`src/rtl/core/ptg_pkg.sv`:
```
`default_nettype none

package ptg_pkg;

  localparam int OP_W       = 2;
  localparam int CHAN_W     = 3;
  localparam int LEVEL_W    = 11;
  localparam int TIME_W     = 16;
  localparam int HITS_W     = 8;
  localparam int COUNT_W    = 16;
  localparam int MASK_W     = 8;
  localparam int STEP_W     = 8;
  localparam int CFG_IDX_W  = 3;
  localparam int CFG_DATA_W = 16;

  // Depth of the command queue and of the result queue
  localparam int QUEUE_DEPTH = 2;

  // Opcodes of an input item
  localparam logic [OP_W-1:0] OP_SAMPLE = 2'd0;
  localparam logic [OP_W-1:0] OP_TICK   = 2'd1;
  localparam logic [OP_W-1:0] OP_CLEAR  = 2'd2;
  localparam logic [OP_W-1:0] OP_NOP    = 2'd3;

  // Configuration register indexes
  localparam logic [CFG_IDX_W-1:0] CFG_PEAK_THRESHOLD   = 3'd0;
  localparam logic [CFG_IDX_W-1:0] CFG_TROUGH_THRESHOLD = 3'd1;
  localparam logic [CFG_IDX_W-1:0] CFG_PEAK_WINDOW_MS   = 3'd2;
  localparam logic [CFG_IDX_W-1:0] CFG_REQUIRED_HITS    = 3'd3;
  localparam logic [CFG_IDX_W-1:0] CFG_TICK_STEP_MS     = 3'd4;

  // Reset values of the configuration registers
  localparam logic [LEVEL_W-1:0] RST_PEAK_THRESHOLD   = 11'd819;
  localparam logic [LEVEL_W-1:0] RST_TROUGH_THRESHOLD = 11'd205;
  localparam logic [TIME_W-1:0]  RST_PEAK_WINDOW_MS   = 16'd500;
  localparam logic [HITS_W-1:0]  RST_REQUIRED_HITS    = 8'd3;
  localparam logic [STEP_W-1:0]  RST_TICK_STEP_MS     = 8'd16;

  typedef struct packed {
    logic [OP_W-1:0]    opcode;
    logic [CHAN_W-1:0]  channel;
    logic [LEVEL_W-1:0] level;
  } item_t;

  typedef struct packed {
    logic               fired;
    logic [COUNT_W-1:0] completed_count;
    logic [HITS_W-1:0]  pending_hits;
    logic [MASK_W-1:0]  armed_mask;
    logic [TIME_W-1:0]  elapsed_ms;
  } result_t;

  typedef struct packed {
    logic [LEVEL_W-1:0] peak_threshold;
    logic [LEVEL_W-1:0] trough_threshold;
    logic [TIME_W-1:0]  peak_window_ms;
    logic [HITS_W-1:0]  required_hits;
    logic [STEP_W-1:0]  tick_step_ms;
  } cfg_t;

  // Classified item handed from the front end to the back end
  typedef struct packed {
    logic [OP_W-1:0]   opcode;
    logic              chan_ok;
    logic [CHAN_W-1:0] channel;
    logic              above_peak;
    logic              below_trough;
  } cmd_t;

endpackage

`default_nettype wire

```
`src/rtl/core/ptg_queue.sv`:
```
`default_nettype none

module ptg_queue #(
  parameter int WIDTH = 8,
  parameter int DEPTH = 2
) (
  input  logic             clk,
  input  logic             rst,
  input  logic             push,
  input  logic [WIDTH-1:0] wdata,
  output logic             full,
  input  logic             pop,
  output logic [WIDTH-1:0] rdata,
  output logic             empty
);

  localparam int PW = (DEPTH > 1) ? $clog2(DEPTH) : 1;
  localparam int CW = $clog2(DEPTH + 1);

  logic [WIDTH-1:0] mem [DEPTH];
  logic [PW-1:0]    wr_ptr;
  logic [PW-1:0]    rd_ptr;
  logic [CW-1:0]    count;
  logic             do_push;
  logic             do_pop;

  assign full    = (count == CW'(DEPTH));
  assign empty   = (count == '0);
  assign do_push = push && !full;
  assign do_pop  = pop && !empty;
  assign rdata   = mem[rd_ptr];

  always_ff @(posedge clk) begin
    if (do_push) begin
      mem[wr_ptr] <= wdata;
    end
  end

  always_ff @(posedge clk) begin
    if (rst) begin
      wr_ptr <= '0;
      rd_ptr <= '0;
      count  <= '0;
    end else begin
      if (do_push) begin
        wr_ptr <= (wr_ptr == PW'(DEPTH - 1)) ? '0 : wr_ptr + 1'b1;
      end
      if (do_pop) begin
        rd_ptr <= (rd_ptr == PW'(DEPTH - 1)) ? '0 : rd_ptr + 1'b1;
      end
      case ({do_push, do_pop})
        2'b10:   count <= count + 1'b1;
        2'b01:   count <= count - 1'b1;
        default: count <= count;
      endcase
    end
  end

endmodule

`default_nettype wire

```
`src/rtl/core/ptg_front.sv`:
```
`default_nettype none

module ptg_front #(
  parameter int NUM_CHANNELS = 8
) (
  input  logic           push,
  output logic           full,
  input  ptg_pkg::item_t item,
  input  ptg_pkg::cfg_t  cfg,
  output ptg_pkg::cmd_t  cmd,
  output logic           cmd_push,
  input  logic           cmd_full
);

  import ptg_pkg::*;

  // Accept while the command queue has room
  assign full     = cmd_full;
  assign cmd_push = push && !cmd_full;

  // Classify: channel range and both level compares
  always_comb begin
    cmd.opcode       = item.opcode;
    cmd.channel      = item.channel;
    cmd.chan_ok      = (int'(item.channel) < NUM_CHANNELS);
    cmd.above_peak   = (item.level > cfg.peak_threshold);
    cmd.below_trough = (item.level < cfg.trough_threshold);
  end

endmodule

`default_nettype wire

```
`src/rtl/core/ptg_back.sv`:
```
`default_nettype none

module ptg_back #(
  parameter int NUM_CHANNELS = 8
) (
  input  logic             clk,
  input  logic             rst,
  input  ptg_pkg::cfg_t    cfg,
  input  ptg_pkg::cmd_t    cmd,
  input  logic             cmd_valid,
  output logic             cmd_pop,
  input  logic             res_full,
  output logic             res_push,
  output ptg_pkg::result_t res
);

  import ptg_pkg::*;

  localparam int ARM_W = (NUM_CHANNELS < MASK_W) ? NUM_CHANNELS : MASK_W;

  logic [ARM_W-1:0]   armed;
  logic [ARM_W-1:0]   armed_next;
  logic [TIME_W-1:0]  peak_timer;
  logic [TIME_W-1:0]  peak_timer_next;
  logic               timer_running;
  logic               timer_running_next;
  logic [HITS_W-1:0]  hit_tally;
  logic [HITS_W-1:0]  hit_tally_next;
  logic [COUNT_W-1:0] gesture_tally;
  logic [COUNT_W-1:0] gesture_tally_next;
  logic               fired_flag;
  logic               fired_flag_next;

  logic [ARM_W-1:0]   sel;
  logic               armed_cur;
  logic               arm_now;
  logic               still_armed;
  logic               hit;
  logic [TIME_W-1:0]  timer_eff;
  logic [TIME_W:0]    tick_sum;
  logic [HITS_W-1:0]  hit_inc;

  assign cmd_pop  = cmd_valid && !res_full;
  assign res_push = cmd_pop;

  always_comb begin
    for (int c = 0; c < ARM_W; c++) begin
      sel[c] = cmd.chan_ok && (cmd.channel == CHAN_W'(c));
    end
    armed_cur = |(armed & sel);
    tick_sum  = {1'b0, peak_timer} + {{(TIME_W + 1 - STEP_W){1'b0}}, cfg.tick_step_ms};
    hit_inc   = hit_tally + 1'b1;

    armed_next         = armed;
    peak_timer_next    = peak_timer;
    timer_running_next = timer_running;
    hit_tally_next     = hit_tally;
    gesture_tally_next = gesture_tally;
    fired_flag_next    = fired_flag;
    arm_now            = 1'b0;
    still_armed        = 1'b0;
    hit                = 1'b0;
    timer_eff          = peak_timer;

    case (cmd.opcode)
      OP_SAMPLE: begin
        if (cmd.chan_ok) begin
          arm_now     = cmd.above_peak && !armed_cur;
          timer_eff   = arm_now ? '0 : peak_timer;
          still_armed = armed_cur || arm_now;
          if (arm_now) begin
            peak_timer_next    = '0;
            timer_running_next = 1'b1;
          end
          // Trough check first, then timeout drop
          if (still_armed && cmd.below_trough) begin
            hit         = (timer_eff < cfg.peak_window_ms);
            still_armed = 1'b0;
          end else if (still_armed && (timer_eff > cfg.peak_window_ms)) begin
            still_armed = 1'b0;
          end
          armed_next = still_armed ? (armed | sel) : (armed & ~sel);
          if (hit) begin
            if (hit_inc >= cfg.required_hits) begin
              if (gesture_tally != '1) begin
                gesture_tally_next = gesture_tally + 1'b1;
              end
              fired_flag_next = 1'b1;
              hit_tally_next  = '0;
            end else begin
              hit_tally_next = hit_inc;
            end
          end
        end
      end
      OP_TICK: begin
        if (timer_running) begin
          peak_timer_next = tick_sum[TIME_W] ? '1 : tick_sum[TIME_W-1:0];
        end
      end
      OP_CLEAR: begin
        armed_next         = '0;
        timer_running_next = 1'b0;
        hit_tally_next     = '0;
        gesture_tally_next = '0;
        fired_flag_next    = 1'b0;
      end
      default: begin
      end
    endcase

    res                        = '0;
    res.fired                  = fired_flag_next;
    res.completed_count        = gesture_tally_next;
    res.pending_hits           = hit_tally_next;
    res.armed_mask[ARM_W-1:0]  = armed_next;
    res.elapsed_ms             = peak_timer_next;
  end

  always_ff @(posedge clk) begin
    if (rst) begin
      armed         <= '0;
      peak_timer    <= '0;
      timer_running <= 1'b0;
      hit_tally     <= '0;
      gesture_tally <= '0;
      fired_flag    <= 1'b0;
    end else if (cmd_pop) begin
      armed         <= armed_next;
      peak_timer    <= peak_timer_next;
      timer_running <= timer_running_next;
      hit_tally     <= hit_tally_next;
      gesture_tally <= gesture_tally_next;
      fired_flag    <= fired_flag_next;
    end
  end

endmodule

`default_nettype wire

```
`src/rtl/core/peak_trough_hit_gesture_counter.sv`:
```
`default_nettype none

// Channel   Handshake                 Payload
// item      push / full               item   (opcode, channel, level)
// result    pop / empty               result (fired, completed_count, pending_hits,
//                                             armed_mask, elapsed_ms)
// config    cfg_valid / cfg_ready     cfg_index, cfg_data
//
// One item per cycle sustained while the command queue has room. The command
// queue registers an item at the edge that takes it; the back end then updates
// the state and writes the result into the result queue, and the result sits on
// the result ports once the result queue holds it.
// rst is synchronous: it empties both queues, clears the detector state and
// loads the register defaults. No clearing pass follows.
// The front end stalls only on a full command queue, the back end only on a
// full result queue; cfg_ready stays high.

module peak_trough_hit_gesture_counter #(
  parameter int NUM_CHANNELS = 8
) (
  input  logic                                 clk,
  input  logic                                 rst,
  input  logic                                 push,
  output logic                                 full,
  input  ptg_pkg::item_t                       item,
  output logic                                 empty,
  input  logic                                 pop,
  output ptg_pkg::result_t                     result,
  input  logic                                 cfg_valid,
  output logic                                 cfg_ready,
  input  logic [ptg_pkg::CFG_IDX_W-1:0]        cfg_index,
  input  logic [ptg_pkg::CFG_DATA_W-1:0]       cfg_data
);

  import ptg_pkg::*;

  cfg_t    cfg;
  cmd_t    cmd_in;
  cmd_t    cmd_out;
  logic    cmd_push;
  logic    cmd_full;
  logic    cmd_empty;
  logic    cmd_pop;
  logic    res_push;
  logic    res_full;
  result_t res_in;

  // Configuration registers; always ready. Write them only while idle; the block does not enforce it
  assign cfg_ready = 1'b1;

  always_ff @(posedge clk) begin
    if (rst) begin
      cfg.peak_threshold   <= RST_PEAK_THRESHOLD;
      cfg.trough_threshold <= RST_TROUGH_THRESHOLD;
      cfg.peak_window_ms   <= RST_PEAK_WINDOW_MS;
      cfg.required_hits    <= RST_REQUIRED_HITS;
      cfg.tick_step_ms     <= RST_TICK_STEP_MS;
    end else if (cfg_valid && cfg_ready) begin
      case (cfg_index)
        CFG_PEAK_THRESHOLD:   cfg.peak_threshold   <= cfg_data[LEVEL_W-1:0];
        CFG_TROUGH_THRESHOLD: cfg.trough_threshold <= cfg_data[LEVEL_W-1:0];
        CFG_PEAK_WINDOW_MS:   cfg.peak_window_ms   <= cfg_data[TIME_W-1:0];
        CFG_REQUIRED_HITS:    cfg.required_hits    <= cfg_data[HITS_W-1:0];
        CFG_TICK_STEP_MS:     cfg.tick_step_ms     <= cfg_data[STEP_W-1:0];
        default: begin
          // drop writes to unused indexes
        end
      endcase
    end
  end

  // Front end: take the item, check the channel, compare the level
  ptg_front #(
    .NUM_CHANNELS(NUM_CHANNELS)
  ) u_front (
    .push     (push),
    .full     (full),
    .item     (item),
    .cfg      (cfg),
    .cmd      (cmd_in),
    .cmd_push (cmd_push),
    .cmd_full (cmd_full)
  );

  // Command queue decouples intake from the state update
  ptg_queue #(
    .WIDTH($bits(cmd_t)),
    .DEPTH(QUEUE_DEPTH)
  ) u_cmd_queue (
    .clk   (clk),
    .rst   (rst),
    .push  (cmd_push),
    .wdata (cmd_in),
    .full  (cmd_full),
    .pop   (cmd_pop),
    .rdata (cmd_out),
    .empty (cmd_empty)
  );

  // Back end: update the detector state and form one result per command
  ptg_back #(
    .NUM_CHANNELS(NUM_CHANNELS)
  ) u_back (
    .clk       (clk),
    .rst       (rst),
    .cfg       (cfg),
    .cmd       (cmd_out),
    .cmd_valid (!cmd_empty),
    .cmd_pop   (cmd_pop),
    .res_full  (res_full),
    .res_push  (res_push),
    .res       (res_in)
  );

  // Result queue: hold finished results until the consumer pops them
  ptg_queue #(
    .WIDTH($bits(result_t)),
    .DEPTH(QUEUE_DEPTH)
  ) u_res_queue (
    .clk   (clk),
    .rst   (rst),
    .push  (res_push),
    .wdata (res_in),
    .full  (res_full),
    .pop   (pop),
    .rdata (result),
    .empty (empty)
  );

endmodule

`default_nettype wire

```
`config.mk`:
```
export PLATFORM = sky130hd
export DESIGN_NAME = peak_trough_hit_gesture_counter
export DESIGN_NICKNAME = d
export VERILOG_FILES = /design/src/rtl/core/ptg_pkg.sv /design/src/rtl/core/ptg_queue.sv /design/src/rtl/core/ptg_front.sv /design/src/rtl/core/ptg_back.sv /design/src/rtl/core/peak_trough_hit_gesture_counter.sv
export SDC_FILE = /design/constraint.sdc
export NUM_CORES = 1
export LEC_CHECK = 0
export BUFFER_PORTS_ARGS = -buffer_cell sky130_fd_sc_hd__buf_2
export CAP_MARGIN = 20
export CORE_UTILIZATION = 66
export DETAILED_ROUTE_END_ITERATION = 6
export GPL_TIMING_DRIVEN = 0
export PLACE_DENSITY = 0.88
export SLEW_MARGIN = 20
export SYNTH_ARGS = -nofsm -noshare
export SYNTH_HDL_FRONTEND = slang
export SYNTH_HIERARCHICAL = 1
export SYNTH_SLANG_ARGS = --single-unit
```
`constraint.sdc`:
```
create_clock -name clk -period 13.26 [get_ports clk]
set_clock_uncertainty 0.1 [all_clocks]
set_input_delay 1.989 -clock clk [delete_from_list [all_inputs] [get_ports clk]]
set_output_delay 1.989 -clock clk [all_outputs]
set_load 0.01 [all_outputs]
```
# After elaboration in Yosys (flattened, before gate mapping)
# Memory sizes are Yosys's and may differ from the RTL's. A register that Yosys moved wholly into a read port is not among the register bits.
# Cells that the tools add are included.
# classes
addsub	11
order_cmp	5
n_eq_ne	22
n_mux	45
bitwise_logic	4
n_reduce_logical	38
# ops
op	count
2-to-1 mux 16 bit	8
one-hot mux 16 bit (2 select lines)	2
2-to-1 mux 8 bit	5
one-hot mux 8 bit (2 select lines)	2
2-to-1 mux 1 bit	24
adder 16 x 8 -> 17 bit	1
adder 16 x 1 -> 16 bit, second input constant	1
AND 8 bit	2
> comparator 16 bit	1
less-than comparator 16 bit	1
inequality test 16 bit, second input constant	1
equality test 3 bit, second input constant	5
equality test 3 x 2 -> 1 bit, second input constant	4
> comparator 11 bit	1
less-than comparator 11 bit	1
equality test 2 bit, second input constant	5
AND reduction 2 bit	5
logical AND 1 bit	9
adder 8 x 1 -> 8 bit, second input constant	1
>= comparator 8 bit	1
logical AND 1 bit, first input constant	8
NOT 8 bit	1
OR 8 bit	1
one-hot mux 2 bit (2 select lines)	2
14 further kinds	33
# word_totals
regBits	112
ram_bits	112
in_bits	40
out_inout_bits	52
wordCells	144
n_memories	2
# mem_list
memory	depth	width	rd	rd_ports_with_merged_regs	write_ports	line_no	text
u_res_queue.mem	2	49	1	1	1	ptg_queue.sv:20	logic [WIDTH-1:0] mem [DEPTH];
u_cmd_queue.mem	2	7	1	1	1	ptg_queue.sv:20	

# Longest topological paths before layout
# Gate-level depths: netlist of run 1.
# depth
word_depth	16
ltp_mapped	21
ltp_nobuf	14

# Cells and area by module
# The synthesis of run 1 kept the hierarchy.
# by_module_without_submodules
mod	n_inst	cells_per_inst	area_each_um2	seq_area_each_um2
ptg_back	1	715	4838.4	1001.0
ptg_queue at u_res_queue	1	178	3746.1	3042.9
peak_trough_hit_gesture_counter	1	213	2213.4	1081.0
ptg_queue at u_cmd_queue	1	51	798.3	580.6
ptg_front	1	78	584.3	0.0

# Worst setup path before layout of run 1
# No wires, ideal clock.
# synth_timing
path_kind	flip-flop to flip-flop
start	register with a tool-made name
end	memory u_res_queue/mem[0][34] in the netlist's numbering (data pin)
setup_ns	0.275
t_arrival_ns	4.073
t_required_ns	12.885
setup_slack_ns	8.812
path_stages_with_launch	21
n_path_buf	6
period_less_slack_ns	4.448
path_cell_list	dfxtp_1 clkbuf_1 mux2_2 or4b_1 o221ai_2 nand2_1 and3_1 clkbuf_1 clkbuf_1 nor2_1 ha_1 a21oi_1 o21ai_0 a221oi_1 and4b_1 buf_4 buf_4 buf_2 a41oi_1 o21ai_0 o21ai_0
# synth_rtl
item	line_no
to (decl)	ptg_queue.sv:20

==> summary.txt, run 1 <==
status - finished, final reports clean
diode count - 0
TritonCTS Buffers - 24
Post-Route Setup TNS - 0 ps
synth unique cells - 74
full die area - 0.0190 mm2
io pins - 92
setup repair bufs after CTS - 0
wire length per cell - 18.6 um
Mapped Avg Cell Area - 9.86 um2
Die H - 138 um
DRC Markers - 0
xor/xnor cell area share of the yosys netlist - 1.58%
final net count - 1446
Non-Filler Cell Area, Final - 0.0138 mm2
fillcell total - 1219
Seq cells post-synth - 228
Simple-Gate Fraction of Synth Area - 16.8%
Overflow after GRT - 0
Top FF cell, synth - edfxtp_1
Area Overhead vs Synth - 13.0%
main combinational cell family by area after synthesis - simple AND/OR/NAND/NOR gates
synth warn - 6
mux contribution to synthesized area - 9.87%
antenna violations before repair - 0
number of global-route vias before repair - 9245
CP arrival - 5930 ps
Async S/R FF share, synth - 0%
synth top area cells - edfxtp_1, dfxtp_1, ha_1
VDD IR-drop max - 0.000236 V
leakage power - 0.00543 uW
Slew Viols, Final - 0
CORE AREA - 0.0180 mm2
EDFF count, synth - 114
Final min period - 5730 ps
TritonCTS clock tree - done
cts repair resizes - 0
Compound-Gate Fraction of Synth Area - 13.8%
Yosys top cell area share - 28.1%
final period utilization - 43.2%
Post-Place Cell Area - 0.0129 mm2
hold-critical path depth - 2
Worst-Margin Slew - 1050 ps
Synth Cell Area - 0.0122 mm2
GRT Overall Usage - 31.8%
relative slew slack - 29.3%
CTS H-tree depth - 1
ANT nets after route - 0
Synth area leader - edfxtp_1
Seq/Total Area, Yosys - 46.8%
Root Driver - clkbuf_16
CP Max Fanout - 10
Setup CP Type - flop to flop
area of the multi-input gates - 0.00586 mm2
Crit. End Element - flop
vias - 9829
worst hold path type - flop to flop
later-pin clock latency in the skew report - 520 ps
P per Cell Area - 174 mW/mm2
Hold Buf Count CTS - 0
largest net degree at the start of global routing - 34
HPWL Detailed - 21600 um
clock transition at the registers of the reported paths - 60 ps
syn nets - 1333
FF+latch area - 0.00571 mm2
clock sinks - 228
CP startpoint kind - flop
Initial Util - 67.6%
WL final - 29700 um
PortBufs - 85
Worst Path Required - 13470 ps
Placer Congestion - 0.945
first-pass GRT wire length - 46900 um
ratio of cells with drive above 1 in the final layout - 17.0%
vias per cell - 6.17
CTS Buffer Depth - 3
Initial DRT Pass Iterations - 5
Setup-failing EPs final - 0
post-synthesis adder-cell area fraction - 6.02%
Syn Inst Count - 1235
Max Clock Freq - 175 MHz
die width - 138 um
final-report hold violation count - 0
std cell rows - 49
Max-Cap Viols - 0
iteration-0 DRC count of the detailed router - 873
reg2reg path depth - 19
RSZ-0062 raised after global routing - no
==> per-stage QoR <==
step                      cells  power [uW]  setup WS [ps]  util [%]  hold slack (ps)
final                      1594        2400           7530      76.3              375
after floorplan            1235        1440           8810         -              338
after detailed placement   1551        1700           7610      71.8              363
after CTS                  1594        2400           7580      76.3              375
after global placement     1549        1670           7690      71.5              360
after global routing       1594        2510           7230      76.3              397
==> cells by family (layout without fill, tap and decap cells) <==
family | count (synthesis) | after routing
simple gates | 402 | 402
buf+inv | 142 | 272
flops | 228 | 228
compound gates | 268 | 268
other cells | 2 | 2
xor+xnor | 22 | 22
mux | 113 | 113
fa+ha+maj | 58 | 58
==> cells in the mapped netlist, types with 3 or more instances <==
cell type and number:
nand2b_1 64, nand3b_1 3, nand2_1 81, mux2_2 57, a21o_1 7, and3_1 11
a32oi_1 7, dfxtp_1 114, and2_1 5, nor2_1 124, clkbuf_1 42, a41oi_1 9
nand4_1 13, a211oi_1 6, nor4_1 4, xnor2_1 9, o41ai_1 3, a22o_1 9
nand3_1 25, nor2b_1 19, o211ai_1 4, edfxtp_1 114, o21ai_0 97, a31oi_1 15
o21a_1 4, a21oi_1 62, and4b_1 4, a22oi_1 4, and4_1 3, xor2_1 13
o31ai_1 18, mux2i_1 56, nor3_1 14, buf_2 14, a221oi_1 4, buf_4 15
ha_1 57, inv_1 66, or3_1 13
==> registers in the layout, indices dropped and copies added, names as in the netlist, named ones only <==
register / cells
u_cmd_queue/count: 2
u_res_queue/count: 2
cfg: 54
u_cmd_queue/mem: 16
u_cmd_queue/rd_ptr: 1
u_res_queue/rd_ptr: 1
u_back/armed: 8
u_cmd_queue/wr_ptr: 1
u_res_queue/mem: 98
u_res_queue/wr_ptr: 1
u_back/hit_tally: 8
u_back/fired_flag: 1
u_back/gesture_tally: 16
u_back/peak_timer: 16
u_back/timer_running: 1
==> where the power goes <==
part,leakage (uW),total (uW),internal (uW),switching [uW]
logic,0.00302,768,284,484
registers,0.00200,937,894,42.7
clock network,0.000406,696,425,271
total,0.00543,2400,1600,797
==> cell type report <==
class | count | share of cell area (%)
plain buffers | 73 | 2.58
clock buffers | 33 | 5.07
clock inverters | 10 | 0.937
inverters | 69 | 1.88
multi-input cells | 865 | 42.6
flip-flops and latches | 228 | 41.5
well taps | 229 | 2.08
repair buffers | 87 | 3.38
==> cell usage in the layout (no fill, tap or decap), types with 10 or more instances in the layout <==
master,Yosys,layout
a21oi_1,62,62
a31oi_1,15,15
and3_1,11,10
buf_2,14,99
buf_4,15,15
clkbuf_1,42,45
clkbuf_16,0,25
dfxtp_1,114,114
edfxtp_1,114,114
ha_1,57,57
inv_1,66,65
mux2_2,57,57
mux2i_1,56,56
nand2_1,81,81
nand2b_1,64,64
nand3_1,25,25
nand4_1,13,13
nor2_1,124,124
nor2b_1,19,19
nor3_1,14,14
o21ai_0,97,97
o31ai_1,18,18
or3_1,13,13
xor2_1,13,13
==> path summary, 6_finish.rpt <==
check / start / end / slack (ps)
min: cfg[25] / cfg[25] / 380
max reg2reg: flop / u_res_queue/mem[0][47] / 7530
min reg2reg: cfg[25] / cfg[25] / 380
max: flop / u_res_queue/mem[0][47] / 7530
==> worst max-delay path: stages (launching register included) <==
cell and delay (ps):
dfxtp_1 300, clkbuf_1 390, mux2_2 500, nand2b_1 90
buf_2 200, a21oi_1 110, nor2_1 200, and3_1 180
clkbuf_1 340, clkbuf_1 390, nor2_1 110, ha_1 330
a21oi_1 140, o21ai_0 100, a221oi_1 530, nand3_1 260
nor3_1 350, clkbuf_1 440, nand2_1 140, o31ai_1 320
==> metal layers <==
metal  track usage [%]  vias to the layer above  share of wire, %
met3              5.63                       56               9.1
met5                 0                        -                 0
met1              43.0                     4603                42
met4              9.60                        0               2.0
li1                  -                     4667                 -
met2              52.1                      503                46
(Power assumes the default switching activity.)
==> inputs of run 2 (changes only) <==
--- a/config.mk
+++ b/config.mk
@@ -7,10 +7,10 @@
 export LEC_CHECK = 0
 export BUFFER_PORTS_ARGS = -buffer_cell sky130_fd_sc_hd__buf_2
 export CAP_MARGIN = 20
-export CORE_UTILIZATION = 66
+export CORE_UTILIZATION = 55
 export DETAILED_ROUTE_END_ITERATION = 6
 export GPL_TIMING_DRIVEN = 0
-export PLACE_DENSITY = 0.88
+export PLACE_DENSITY = 0.79
 export SLEW_MARGIN = 20
 export SYNTH_ARGS = -nofsm -noshare
 export SYNTH_HDL_FRONTEND = slang
==> constraint.sdc (replaced) <==
create_clock -name clk -period 4.92 [get_ports clk]
set_clock_uncertainty 0.1 [all_clocks]
set_input_delay 0.738 -clock clk [delete_from_list [all_inputs] [get_ports clk]]
set_output_delay 0.738 -clock clk [all_outputs]
set_load 0.01 [all_outputs]
==> run 2 against run 1 <==
Effect of this change: clock-buffer cell count shrank 1; fmax grew 23%; global-route usage shrank 5.2 points; combinational power grew to 2.7 times the previous value; die area grew 20%; register-to-register slack lost 7300 ps; clock power grew 140%; highest routed layer unchanged; sequential cell count is the same; wire length shrank 0.24%.
==> summary.txt, run 2 (synthesis gave the netlist of run 1 again) <==
status - finished, final reports clean
final-report hold violation count - 0
HPWL Detailed - 21700 um
WL final - 29600 um
Die H - 151 um
Post-Route Setup TNS - 0 ps
Max-Cap Viols - 0
io pins - 92
Overflow after GRT - 0
Initial DRT Pass Iterations - 5
Non-Filler Cell Area, Final - 0.0138 mm2
number of global-route vias before repair - 9277
die width - 151 um
TritonCTS Buffers - 24
clock sinks - 228
CP max-delay cell - dfxtp_4
Slew Viols, Final - 0
Root Driver - clkbuf_16
ANT nets after route - 0
Hold Buf Count CTS - 0
DP Worst Slack - -838 ps
slowest cell delay on critical path - 420 ps
ratio of cells with drive above 1 in the final layout - 17.6%
CP Max Fanout - 10
Clock power frac - 26.9%
Initial Util - 56.0%
Worst-Margin Slew - 1140 ps
Min-Delay Startpoint - item[14]
reg2reg path depth - 19
hold-critical path depth - 1
commonest non-fill, non-tap cell in the layout - nor2_1
PortBufs - 85
CP bufs+invs - 5
Final min period - 4640 ps
R2R Path End - u_res_queue/mem[1][38]
r2r setup slk - 280 ps
worst hold path type - primary input to flop
final period utilization - 94.3%
Total Power - 6300 uW
VDD IR-drop max - 0.000356 V
CP startpoint kind - flop
Post-Place Cell Area - 0.0130 mm2
Largest Register - u_res_queue/mem
Hold Slack - 320 ps
wire length per cell - 18.0 um
later-pin clock latency in the skew report - 510 ps
Crit. End Element - flop
CORE AREA - 0.0218 mm2
Worst Path Required - 5020 ps
diode count - 0
Max Clock Freq - 216 MHz
RSZ-0062 raised after global routing - no
Crit path max-delay family - compound AO/OA/AOI/OAI gates
vias per cell - 5.82
Placer Congestion - 0.896
crit path cell chain - mux2_2 -> buf_2 -> nand3b_1 -> a21oi_1 -> nor2_1 -> and3_4 -> clkbuf_4 -> nor2_1 -> ha_1 -> a21oi_1 -> o21ai_0 -> a221oi_2 -> and4b_1 -> buf_4 -> buf_4 -> buf_4 -> a41oi_1 -> o21ai_0 -> o21ai_0
TritonCTS clock tree - done
std cell rows - 54
sw frac - 34.2%
CP arrival - 4740 ps
Seq pwr share - 40.2%
P per Cell Area - 456 mW/mm2
top flop regs - u_res_queue/mem (98), cfg (54)
first-pass GRT wire length - 47400 um
relative slew slack - 23.3%
highest-count cells in the layout ignoring fill and taps - nor2_1, edfxtp_1, dfxtp_1, buf_2, o21ai_0
GRT Overall Usage - 26.6%
CTS H-tree depth - 1
Setup CP Type - flop to flop
final setup margin - 282 ps
full die area - 0.0227 mm2
clock transition at the registers of the reported paths - 60 ps
antenna violations before repair - 0
DRC Markers - 0
combinational fraction of design power - 32.9%
Hold Path Sink - u_cmd_queue/mem[0][6]
leakage power - 0.00540 uW
largest net degree at the start of global routing - 50
Area Overhead vs Synth - 13.3%
final net count - 1444
Net Sw Power - 2150 uW
CTS Buffer Depth - 3
iteration-0 DRC count of the detailed router - 736
Setup-failing EPs final - 0
vias - 9570
Internal Power - 4150 uW
max reg flops - 98
==> run 2: power by group through the flow <==
stage               Clock [uW]  Sequential [uW]  Combinational, uW
detailed placement           0             2560               2040
global placement             0             2550               1990
finish                    1690             2530               2070
global route              1780             2570               2260
floorplan                    0             2530               1350
CTS                       1720             2540               2060
==> run 2: metrics by stage <==
step | std cells | util, %
2_1_floorplan | 1235 | -
3_3_place_gp | 1600 | 59.6
3_5_place_dp | 1601 | 59.7
4_1_cts | 1643 | 63.3
5_1_grt | 1644 | 63.4
6_report | 1644 | 63.4
==> run 2: timing repair <==
action,CTS,global route
pin swaps,1,2
buffers inserted,0,1
setup endpoints to repair,99,46
gates resized for setup,13,12
==> run 2: how the worst max path moves through the flow <==
stage	to	cells past startpoint
floorplan	u_res_queue/mem[0][34]	20
global placement	u_res_queue/mem[0][47]	19
detailed placement	u_res_queue/mem[1][47]	19
CTS	u_res_queue/mem[0][42]	18
global route	u_res_queue/mem[0][41]	19
finish	u_res_queue/mem[1][38]	19
==> run 2: area by class of cell <==
cell class,instances,area (um2)
multi-input cells,865,5930
clock buffers,32,672
flip-flops and latches,228,5710
repair buffers,87,453
plain buffers,71,358
fillers,1782,7960
well taps,280,350
inverters,69,259
clock inverters,12,71.3
==> run 2: per-layer routing <==
metal  up-vias  global-route usage (%)  routed length, um
li1       4661                       -                  -
met1      4479                    36.8              13400
met2       367                    42.9              13400
met3        63                    3.70               2120
met4         0                    8.60                817
met5         -                       0                  0
